### src/hdl/sps_pkg.sv
// ---------------------------------------------------------------------------
// sps_pkg
// Types, constants and the pattern step table of the servo pattern sequencer.
// ---------------------------------------------------------------------------
package sps_pkg;

  localparam int unsigned CfgIdxW     = 3;
  localparam int unsigned CfgDataW    = 16;
  localparam int unsigned RomAddrW    = 5;
  localparam int unsigned MaxPatLen   = 9;
  localparam int unsigned PitchLimit  = 900;

  localparam logic [3:0]  MODE_IDLE     = 4'd0;
  localparam logic [3:0]  MODE_LAST_PAT = 4'd4;

  localparam logic [9:0]  PITCH_BASELINE_RST = 10'd600;
  localparam logic [15:0] TRACK_INTERVAL_RST = 16'd100;
  localparam logic [9:0]  TRACK_DEADBAND_RST = 10'd20;
  localparam logic [9:0]  TRACK_PACE_RST     = 10'd200;
  localparam logic [3:0]  FREE_MODE_RST      = 4'd5;

  localparam logic CMD_MOVE = 1'b0;
  localparam logic CMD_SPIN = 1'b1;

  typedef enum logic [CfgIdxW-1:0] {
    CFG_PITCH_BASELINE = 3'd0,
    CFG_TRACK_INTERVAL = 3'd1,
    CFG_TRACK_DEADBAND = 3'd2,
    CFG_TRACK_PACE     = 3'd3,
    CFG_FREE_MODE      = 3'd4
  } cfg_idx_e;

  typedef struct packed {
    logic signed [11:0] x;
    logic signed [8:0]  dy;
    logic [9:0]         pace;
    logic [15:0]        dwell;
    logic               spin;
  } rom_step_t;

  function automatic rom_step_t rom_step(input logic [RomAddrW-1:0] addr);
    rom_step_t s;
    s = '0;
    unique case (addr)
      5'd0:  s = '{12'sd0,    9'sd0,   10'd250, 16'd60000, 1'b0};
      5'd1:  s = '{12'sd500,  9'sd180, 10'd250, 16'd3500,  1'b0};
      5'd2:  s = '{12'sd0,    9'sd200, 10'd200, 16'd1500,  1'b0};
      5'd3:  s = '{-12'sd500, 9'sd180, 10'd250, 16'd3500,  1'b0};
      5'd4:  s = '{12'sd0,    9'sd200, 10'd200, 16'd1500,  1'b0};
      5'd5:  s = '{12'sd400,  9'sd0,   10'd0,   16'd1000,  1'b1};
      5'd6:  s = '{12'sd0,    9'sd0,   10'd0,   16'd200,   1'b0};
      5'd7:  s = '{-12'sd400, 9'sd0,   10'd0,   16'd1000,  1'b1};
      5'd8:  s = '{12'sd0,    9'sd0,   10'd0,   16'd200,   1'b0};
      5'd9:  s = '{12'sd0,    9'sd150, 10'd300, 16'd350,   1'b0};
      5'd10: s = '{12'sd0,    -9'sd20, 10'd300, 16'd350,   1'b0};
      5'd11: s = '{12'sd0,    9'sd150, 10'd300, 16'd350,   1'b0};
      5'd12: s = '{12'sd0,    -9'sd20, 10'd300, 16'd350,   1'b0};
      5'd13: s = '{12'sd0,    9'sd0,   10'd250, 16'd600,   1'b0};
      5'd14: s = '{12'sd300,  9'sd30,  10'd600, 16'd180,   1'b0};
      5'd15: s = '{-12'sd300, 9'sd30,  10'd600, 16'd180,   1'b0};
      5'd16: s = '{12'sd300,  9'sd30,  10'd600, 16'd180,   1'b0};
      5'd17: s = '{-12'sd300, 9'sd30,  10'd600, 16'd180,   1'b0};
      5'd18: s = '{12'sd300,  9'sd30,  10'd600, 16'd180,   1'b0};
      5'd19: s = '{-12'sd300, 9'sd30,  10'd600, 16'd180,   1'b0};
      5'd20: s = '{12'sd0,    9'sd0,   10'd400, 16'd800,   1'b0};
      5'd21: s = '{12'sd80,   9'sd0,   10'd250, 16'd500,   1'b0};
      5'd22: s = '{-12'sd80,  9'sd0,   10'd250, 16'd500,   1'b0};
      5'd23: s = '{12'sd80,   9'sd0,   10'd250, 16'd500,   1'b0};
      5'd24: s = '{-12'sd80,  9'sd0,   10'd250, 16'd500,   1'b0};
      5'd25: s = '{12'sd0,    9'sd50,  10'd220, 16'd400,   1'b0};
      5'd26: s = '{12'sd0,    9'sd0,   10'd220, 16'd600,   1'b0};
      default: s = '0;
    endcase
    return s;
  endfunction

  function automatic logic [RomAddrW-1:0] pat_offset(input logic [2:0] pat);
    logic [RomAddrW-1:0] o;
    unique case (pat)
      3'd1:    o = 5'd1;
      3'd2:    o = 5'd5;
      3'd3:    o = 5'd14;
      3'd4:    o = 5'd21;
      default: o = 5'd0;
    endcase
    return o;
  endfunction

  function automatic logic [3:0] pat_length(input logic [2:0] pat);
    logic [3:0] l;
    unique case (pat)
      3'd1:    l = 4'd4;
      3'd2:    l = 4'd9;
      3'd3:    l = 4'd7;
      3'd4:    l = 4'd6;
      default: l = 4'd1;
    endcase
    return l;
  endfunction

endpackage

### src/hdl/servo_pattern_sequencer_top.sv
// ---------------------------------------------------------------------------
// servo_pattern_sequencer_top
// Turns agent ticks into servo move and spin requests.
// ---------------------------------------------------------------------------
// Each request on s_axis is one tick (time, mode, tracking flag, target). It
// yields zero or one servo request on m_axis: a tracking move, a pattern move
// or a spin, with m_axis_tuser telling move from spin.
// An accepted tick is registered in the compute stage, and its request in
// the output register when that stage advances. One tick per cycle is taken
// back to back while m_axis does not stall. The sequencer state sits in a
// one-entry synchronous memory read on accept and written back when the
// compute stage advances; a bypass register covers a tick that follows its
// predecessor directly, so the rate is set by that read-modify-write loop at
// one tick per cycle. A stalled m_axis holds the output register; one more
// tick is then taken into the compute stage before s_axis_tready drops.
// Reset restores the register defaults and the initial state (idle mode,
// tracking off, timers clear); the memory needs no clearing pass, since a
// flag marks it empty until its first write. Registers are written through
// cfg_we_i/cfg_idx_i/cfg_wdata_i by the user only while idle; not enforced.
// ---------------------------------------------------------------------------
module servo_pattern_sequencer_top #(
  parameter int unsigned MAX_STEPS = 16,
  parameter int unsigned NUM_MODES = 10
) (
  input  logic                         clk_i,
  input  logic                         rst_ni,
  input  logic                         cfg_we_i,
  input  logic [sps_pkg::CfgIdxW-1:0]  cfg_idx_i,
  input  logic [sps_pkg::CfgDataW-1:0] cfg_wdata_i,
  input  logic                         s_axis_tvalid,
  output logic                         s_axis_tready,
  // now_ms[31:0], agent_mode[35:32], tracking_on[36], target_yaw[48:37],
  // target_pitch[58:49], zero fill[63:59]
  input  logic [63:0]                  s_axis_tdata,
  output logic                         m_axis_tvalid,
  input  logic                         m_axis_tready,
  // yaw_or_velocity[11:0], pitch_out[21:12], pace_out[31:22]
  output logic [31:0]                  m_axis_tdata,
  // command_kind[0]
  output logic                         m_axis_tuser
);
  import sps_pkg::*;

  localparam int unsigned StepLim = (MAX_STEPS < MaxPatLen) ? MAX_STEPS : MaxPatLen;
  localparam int unsigned SidxW   = $clog2(StepLim + 1);

  typedef struct packed {
    logic [3:0]        mode;
    logic              trk;
    logic [SidxW-1:0]  step;
    logic [31:0]       lt;
    logic              ltv;
    logic signed [11:0] iyaw;
    logic [9:0]        ipitch;
    logic              iv;
  } state_t;

  localparam state_t StRst = '0;

  // configuration
  logic [9:0]  pitch_base_q;
  logic [15:0] interval_q;
  logic [9:0]  deadband_q;
  logic [9:0]  pace_q;
  logic [3:0]  free_mode_q;

  always_ff @(posedge clk_i or negedge rst_ni) begin
    if (!rst_ni) begin
      pitch_base_q <= PITCH_BASELINE_RST;
      interval_q   <= TRACK_INTERVAL_RST;
      deadband_q   <= TRACK_DEADBAND_RST;
      pace_q       <= TRACK_PACE_RST;
      free_mode_q  <= FREE_MODE_RST;
    end else if (cfg_we_i) begin
      unique case (cfg_idx_i)
        CFG_PITCH_BASELINE: pitch_base_q <= cfg_wdata_i[9:0];
        CFG_TRACK_INTERVAL: interval_q   <= cfg_wdata_i;
        CFG_TRACK_DEADBAND: deadband_q   <= cfg_wdata_i[9:0];
        CFG_TRACK_PACE:     pace_q       <= cfg_wdata_i[9:0];
        CFG_FREE_MODE:      free_mode_q  <= cfg_wdata_i[3:0];
        default: ;
      endcase
    end
  end

  // handshake
  logic s1_valid_q, out_valid_q;
  logic s1_adv, in_acc;

  assign s1_adv        = s1_valid_q && (!out_valid_q || m_axis_tready);
  assign s_axis_tready = !s1_valid_q || s1_adv;
  assign in_acc        = s_axis_tvalid && s_axis_tready;

  // compute stage payload
  logic [31:0]        now_q;
  logic [3:0]         mode_q;
  logic               trk_q;
  logic signed [11:0] tyaw_q;
  logic [9:0]         tpitch_q;

  always_ff @(posedge clk_i) begin
    if (in_acc) begin
      now_q    <= s_axis_tdata[31:0];
      mode_q   <= s_axis_tdata[35:32];
      trk_q    <= s_axis_tdata[36];
      tyaw_q   <= s_axis_tdata[48:37];
      tpitch_q <= s_axis_tdata[58:49];
    end
  end

  // state memory with bypass
  state_t mem_q [1];
  state_t rd_q, wb_q, st, nx;
  logic   fwd_q, written_q, mem_ok_q;

  always_ff @(posedge clk_i) begin
    if (s1_adv) begin
      mem_q[0] <= nx;
      wb_q     <= nx;
    end
    if (in_acc) begin
      rd_q <= mem_q[0];
    end
  end

  always_ff @(posedge clk_i or negedge rst_ni) begin
    if (!rst_ni) begin
      s1_valid_q <= 1'b0;
      fwd_q      <= 1'b0;
      written_q  <= 1'b0;
      mem_ok_q   <= 1'b0;
    end else begin
      if (in_acc) begin
        s1_valid_q <= 1'b1;
        fwd_q      <= s1_adv;
        mem_ok_q   <= written_q;
      end else if (s1_adv) begin
        s1_valid_q <= 1'b0;
      end
      if (s1_adv) begin
        written_q <= 1'b1;
      end
    end
  end

  assign st = fwd_q ? wb_q : (mem_ok_q ? rd_q : StRst);

  // command logic
  logic               mode_chg, trk_chg, trk_path, moved, emit;
  logic [SidxW-1:0]   step_a;
  logic               ltv_a, iv_a;
  logic [31:0]        elapsed;
  logic signed [12:0] dyaw;
  logic signed [10:0] dpitch;
  logic [12:0]        ayaw;
  logic [10:0]        apitch;
  logic [2:0]         pat;
  rom_step_t          rs;
  logic signed [11:0] psum;
  logic               kind;
  logic signed [11:0] yv;
  logic [9:0]         pitch_o, pace_o;

  always_comb begin
    mode_chg = mode_q != st.mode;
    trk_chg  = trk_q != st.trk;
    step_a   = (mode_chg || trk_chg) ? '0 : st.step;
    ltv_a    = st.ltv && !mode_chg && !trk_chg;
    iv_a     = st.iv && !trk_chg;
    elapsed  = now_q - st.lt;
    trk_path = trk_q && (mode_q == MODE_IDLE || mode_q == free_mode_q);

    dyaw   = 13'(tyaw_q) - 13'(st.iyaw);
    ayaw   = dyaw[12] ? 13'(-dyaw) : 13'(dyaw);
    dpitch = $signed({1'b0, tpitch_q}) - $signed({1'b0, st.ipitch});
    apitch = dpitch[10] ? 11'(-dpitch) : 11'(dpitch);
    moved  = !iv_a || ayaw >= {3'b0, deadband_q} || apitch >= {1'b0, deadband_q};

    pat  = (mode_q <= MODE_LAST_PAT) ? mode_q[2:0] : 3'd0;
    rs   = rom_step(pat_offset(pat) + RomAddrW'(step_a));
    psum = $signed({2'b0, pitch_base_q}) + 12'(rs.dy);

    nx      = '{mode_q, trk_q, step_a, st.lt, ltv_a, st.iyaw, st.ipitch, iv_a};
    emit    = 1'b0;
    kind    = CMD_MOVE;
    yv      = tyaw_q;
    pitch_o = tpitch_q;
    pace_o  = pace_q;

    if (trk_path) begin
      if (!(ltv_a && elapsed < {16'b0, interval_q}) && moved) begin
        emit      = 1'b1;
        nx.iyaw   = tyaw_q;
        nx.ipitch = tpitch_q;
        nx.iv     = 1'b1;
        nx.lt     = now_q;
        nx.ltv    = 1'b1;
      end
    end else if (5'(mode_q) < 5'(NUM_MODES)) begin
      if (SidxW'(4'(step_a) >= pat_length(pat) ? 1 : 0) != '0
          || 7'(step_a) >= 7'(MAX_STEPS)) begin
        nx.step = '0;
        nx.ltv  = 1'b0;
      end else if (!(ltv_a && elapsed < {16'b0, rs.dwell})) begin
        emit   = 1'b1;
        yv     = rs.x;
        nx.lt  = now_q;
        nx.ltv = 1'b1;
        nx.step = step_a + 1'b1;
        if (rs.spin) begin
          kind    = CMD_SPIN;
          pitch_o = '0;
          pace_o  = '0;
        end else begin
          kind   = CMD_MOVE;
          pace_o = rs.pace;
          priority if (psum < 0) begin
            pitch_o = '0;
          end else if (psum > 12'(PitchLimit)) begin
            pitch_o = 10'(PitchLimit);
          end else begin
            pitch_o = psum[9:0];
          end
        end
      end
    end
  end

  // output register
  always_ff @(posedge clk_i or negedge rst_ni) begin
    if (!rst_ni) begin
      out_valid_q <= 1'b0;
    end else if (s1_adv) begin
      out_valid_q <= emit;
    end else if (m_axis_tready) begin
      out_valid_q <= 1'b0;
    end
  end

  logic [31:0] out_data_q;
  logic        out_kind_q;

  always_ff @(posedge clk_i) begin
    if (s1_adv && emit) begin
      out_data_q <= {pace_o, pitch_o, yv};
      out_kind_q <= kind;
    end
  end

  assign m_axis_tvalid = out_valid_q;
  assign m_axis_tdata  = out_data_q;
  assign m_axis_tuser  = out_kind_q;

endmodule

### config.mk
export PLATFORM = sky130hd
export DESIGN_NAME = servo_pattern_sequencer_top
export DESIGN_NICKNAME = d
export VERILOG_FILES = /design/src/hdl/sps_pkg.sv /design/src/hdl/servo_pattern_sequencer_top.sv
export SDC_FILE = /design/constraint.sdc
export NUM_CORES = 1
export LEC_CHECK = 0
export BUFFER_PORTS_ARGS = -buffer_cell sky130_fd_sc_hd__buf_2
export CAP_MARGIN = 20
export CORE_MARGIN = 1
export CORE_UTILIZATION = 65
export CTS_CLUSTER_SIZE = 30
export DETAILED_ROUTE_END_ITERATION = 8
export PLACE_DENSITY = 0.85
export RECOVER_POWER = 100
export SETUP_SLACK_MARGIN = 0.05
export SYNTH_ARGS = -nofsm -noshare
export SYNTH_HDL_FRONTEND = slang
export SYNTH_SLANG_ARGS = --single-unit
### constraint.sdc
create_clock -name clk_i -period 17.4 [get_ports clk_i]
set_clock_uncertainty 0.2 [all_clocks]
set_input_delay 0.87 -clock clk_i [delete_from_list [all_inputs] [get_ports clk_i]]
set_output_delay 0.87 -clock clk_i [all_outputs]
set_load 0.05 [all_outputs]
==> flow_summary_export.csv <==
group,metric,value,unit
global_route,antenna_found_initial,0,
cells_and_area,drive_gt1_frac,0.112,
clocking,clk_pin_slew,0.06,ns
cells_and_area,seqCellArea,0.00806,mm2
cells_and_area,fin_nets,1933,
clocking,cts_buffers,29,
worst_setup_path,path_buf_inv,2,
floorplanning,die_w,164,um
synth,synth_top_area_share,0.391,
floorplanning,initial_utilization,0.670,
synth,syn_nets,1843,
worst_hold_path,hold_path_end,"rd_q[23]$_DFFE_PP_",
worst_setup_path,crit_required,17.30,ns
route,postRouteAntennaNets,0,
worst_setup_path,worstPathMaxFanout,74,
placed_design,gp_congestion,0.928,
power,finalPower,2.89,mW
floorplanning,dieArea,0.0269,mm2
worst_setup_path,regToRegSetupSlack,5.15,ns
route,drc,0,
worst_setup_path,path_class,"reg -> reg",
route,via_count,13700,
global_route,grt_overflow_total,0,
worst_setup_path,critical_path.top_delay_family,"buffers and inverters",
synth,yosys.area.top_type,"edfxtp_1",
sta,max_freq,81.6,MHz
synth,syn_avg_cell_area,10.5,um2
synth,yosysWarnings,0,
clocking,h-tree-depth,1,
synth,ys_seq_area_frac,0.472,
cells_and_area,syn2layout_area_growth,9.41,%
synth,synth_cell_type_count,78,
synth,yosys-top-cells-area,"edfxtp_1 (39%), ha_1 (9.5%), dfrtp_1 (6.0%), nand2_1 (3.6%), o21ai_0 (3.5%)",
worst_setup_path,rr_startpoint,"fwd_q$_DFFE_PN0P_",
synth,syn-cell-area,0.0171,mm2
worst_setup_path,path_cells,"nor2b_1 -> clkbuf_1 -> a22oi_1 -> ha_1 -> a21o_1 -> a31oi_1 -> o21ai_0 -> a31oi_1 -> mux2i_1 -> mux2_2 -> ha_1 -> a21o_1 -> a31oi_1 -> o21ai_0 -> a41oi_1 -> o211a_1 -> o211ai_1 -> o221ai_1 -> a21o_2 -> clkbuf_1 -> o21ai_0",
clocking,hold_buffers,0,
cells_and_area,antenna_cells,0,
power,power_density,155,mW/mm2
worst_hold_path,hold_path_depth,0,
worst_setup_path,crit_path_start_kind,"flop",
worst_setup_path,crit_start,"fwd_q$_DFFE_PN0P_",
floorplanning,core-area,0.0255,mm2
synth,synthCells,1620,
floorplanning,io_pins,123,
floorplanning,rows,58,
status,violations,"capacitance limit, slew limit",
worst_setup_path,end_kind,"flop",
sta,tightest_slew,3.84,ns
power,ir_worst_vdd,0.123,mV
worst_hold_path,hold_start,"mem_q[0][23]$_DFFE_PP_",
route,initialDrtViolationCount,1582,
sta,fin_setup_tns,0,ns
placed_design,port_buffers,117,
global_route,grt_max_degree,75,
cells_and_area,fillCellCount,1841,
worst_hold_path,hp-class,"reg -> reg",
placed_design,postPlaceCellArea,0.0178,mm2
clocking,postCtsSetupRepairBufs,0,
floorplanning,die_h,164,um
sta,hold_violations,0,
sta,post-route-period-util,0.704,
placed_design,dp_slack,9.18,ns
worst_setup_path,r2r-end,"mem_q[0][0]$_DFFE_PP_",
synth,ys_ff_latch,277,
clocking,cts.sinks,277,
synth,yosys_most_used_dff,"edfxtp_1",
route,wl_per_cell,21.1,um
clocking,clockBufferDepth,3,
worst_setup_path,slowest_delay,2.68,ns
global_route,grt_pass1_wl,67.8,mm
global_route,grt_usage,0.322,
placed_design,place_hpwl,30.7,mm
clocking,cts-root-buf,"clkbuf_16",
clocking,cts_resized,0,
route,drt-pass1-iter-count,5,
cells_and_area,final_common_cell,"edfxtp_1",
status,status,"finished, violations left",
worst_setup_path,critPathArrivalTime,12.15,ns
sta,slew_viol_final,449,
cells_and_area,final_cell_mix,"edfxtp_1 (222), nand2_1 (162), ha_1 (130), o21ai_0 (119), a21oi_1 (117)",
cells_and_area,final_cell_area,0.0187,mm2
power,p_leak,7.42,nW
global_route,grt_pass1_vias,13100,
cells_and_area,multiInputGateArea,0.00837,mm2
sta,final.setup.worst_slack,5.15,ns
worst_setup_path,slowest_stage,"clkbuf_1",
clocking,clk_latency,0.55,ns
sta,timing.final.setup_violations,0,
route,drt_wl_total,43.6,mm
run,cap_violations,9,
synth,synth-async-reset-ratio,0.199,
sta,slew_headroom,-1.56,
route,vias_per_cell,6.64,
clocking,cts_tree,"built",
worst_setup_path,ff2ff_path_depth,21,
synth,synth_edf_count,222,
sta,fin_crit,12.25,ns
sta,rsz0062_at_grt,"no",
-- worst reg2reg max path, delay by kind of cell (launching register included) --
family          cells  cell delay (ns)
mux                 2             1.17
compound gates     14             2.96
buf+inv             2             4.16
fa+ha+maj           2             0.71
simple gates        1             1.85
flops               1             0.77
-- per-stage QoR --
stage | util | instances | hold slack [ns]
after global routing | 0.733 | 2062 | 0.263
after detailed placement | 0.700 | 2008 | 0.236
after global placement | 0.700 | 2008 | 0.229
after floorplan | - | 1620 | 0.221
final | 0.733 | 2062 | 0.250
after CTS | 0.738 | 2061 | 0.250
-- synthesized netlist by cell type (10+ instances only) --
library cell	n
a21oi_1	117
nand3_1	21
dfrtp_1	41
mux2_4	15
o21a_1	10
a22oi_1	67
a21boi_0	10
edfxtp_1	222
and3_1	12
xnor2_1	43
nand4_1	19
dfstp_2	14
or3_1	13
o2111ai_1	10
nor4_1	10
ha_1	130
a21o_1	33
nand2b_1	23
buf_2	14
o22a_1	32
a211oi_1	12
o211ai_1	21
inv_1	61
o31ai_1	12
xor2_1	25
nor2_1	110
o21ai_0	119
mux2_2	29
clkbuf_1	45
nor3_1	27
nand2_1	162
-- kinds of logic (layout without fill, tap and decap cells) --
logic type,after synthesis,after routing,synth area share
mux,50,50,0.0362
buf+inv,135,247,0.0356
compound gates,515,515,0.199
xor+xnor,69,69,0.0358
flops,277,277,0.472
fa+ha+maj,135,135,0.101
simple gates,439,439,0.120
-- per-layer routing --
metal / vias to the layer above / global-route usage / routed length, um
met5: - / 0 / 0
met3: 91 / 0.0369 / 3160
met1: 6629 / 0.453 / 18800
met4: 0 / 0.0972 / 1240
met2: 652 / 0.525 / 20400
li1: 6317 / - / -
-- final cells by class --
type,instances,area share
inverter,61,0.0123
timing repair buffer,133,0.0338
sequential,277,0.432
tap,330,0.0221
clock inverter,9,0.00436
clock buffer,44,0.0478
multi-input combinational,1208,0.448
-- flip-flops by register name, summed over array words and instances, names as in the netlist, 4 cells and up --
signal	cells
m_axis_tdata	32
deadband_q	10
wb_q	57
free_mode_q	4
pace_q	10
rd_q	65
pitch_base_q	10
tyaw_q	12
now_q	32
tpitch_q	10
mode_q	4
mem_q	8
interval_q	16
-- worst max-delay path by stage --
stage / slack, ns / end / cells past startpoint
finish: 5.15 / mem_q[0][0]$_DFFE_PP_ / 21
floorplan: 10.31 / m_axis_tdata[0]$_DFFE_PP_ / 27
CTS: 9.16 / m_axis_tuser$_SDFFCE_PP0P_ / 22
detailed placement: 9.18 / m_axis_tdata[28]$_DFFE_PP_ / 22
global placement: 9.32 / m_axis_tdata[27]$_DFFE_PP_ / 22
global route: 4.52 / mem_q[0][0]$_DFFE_PP_ / 22
-- report_power, final --
part           switching, mW  internal [mW]
Clock                  0.252          0.366
Combinational          0.823          0.493
Sequential            0.0628          0.890
(Power assumes the default switching activity.)
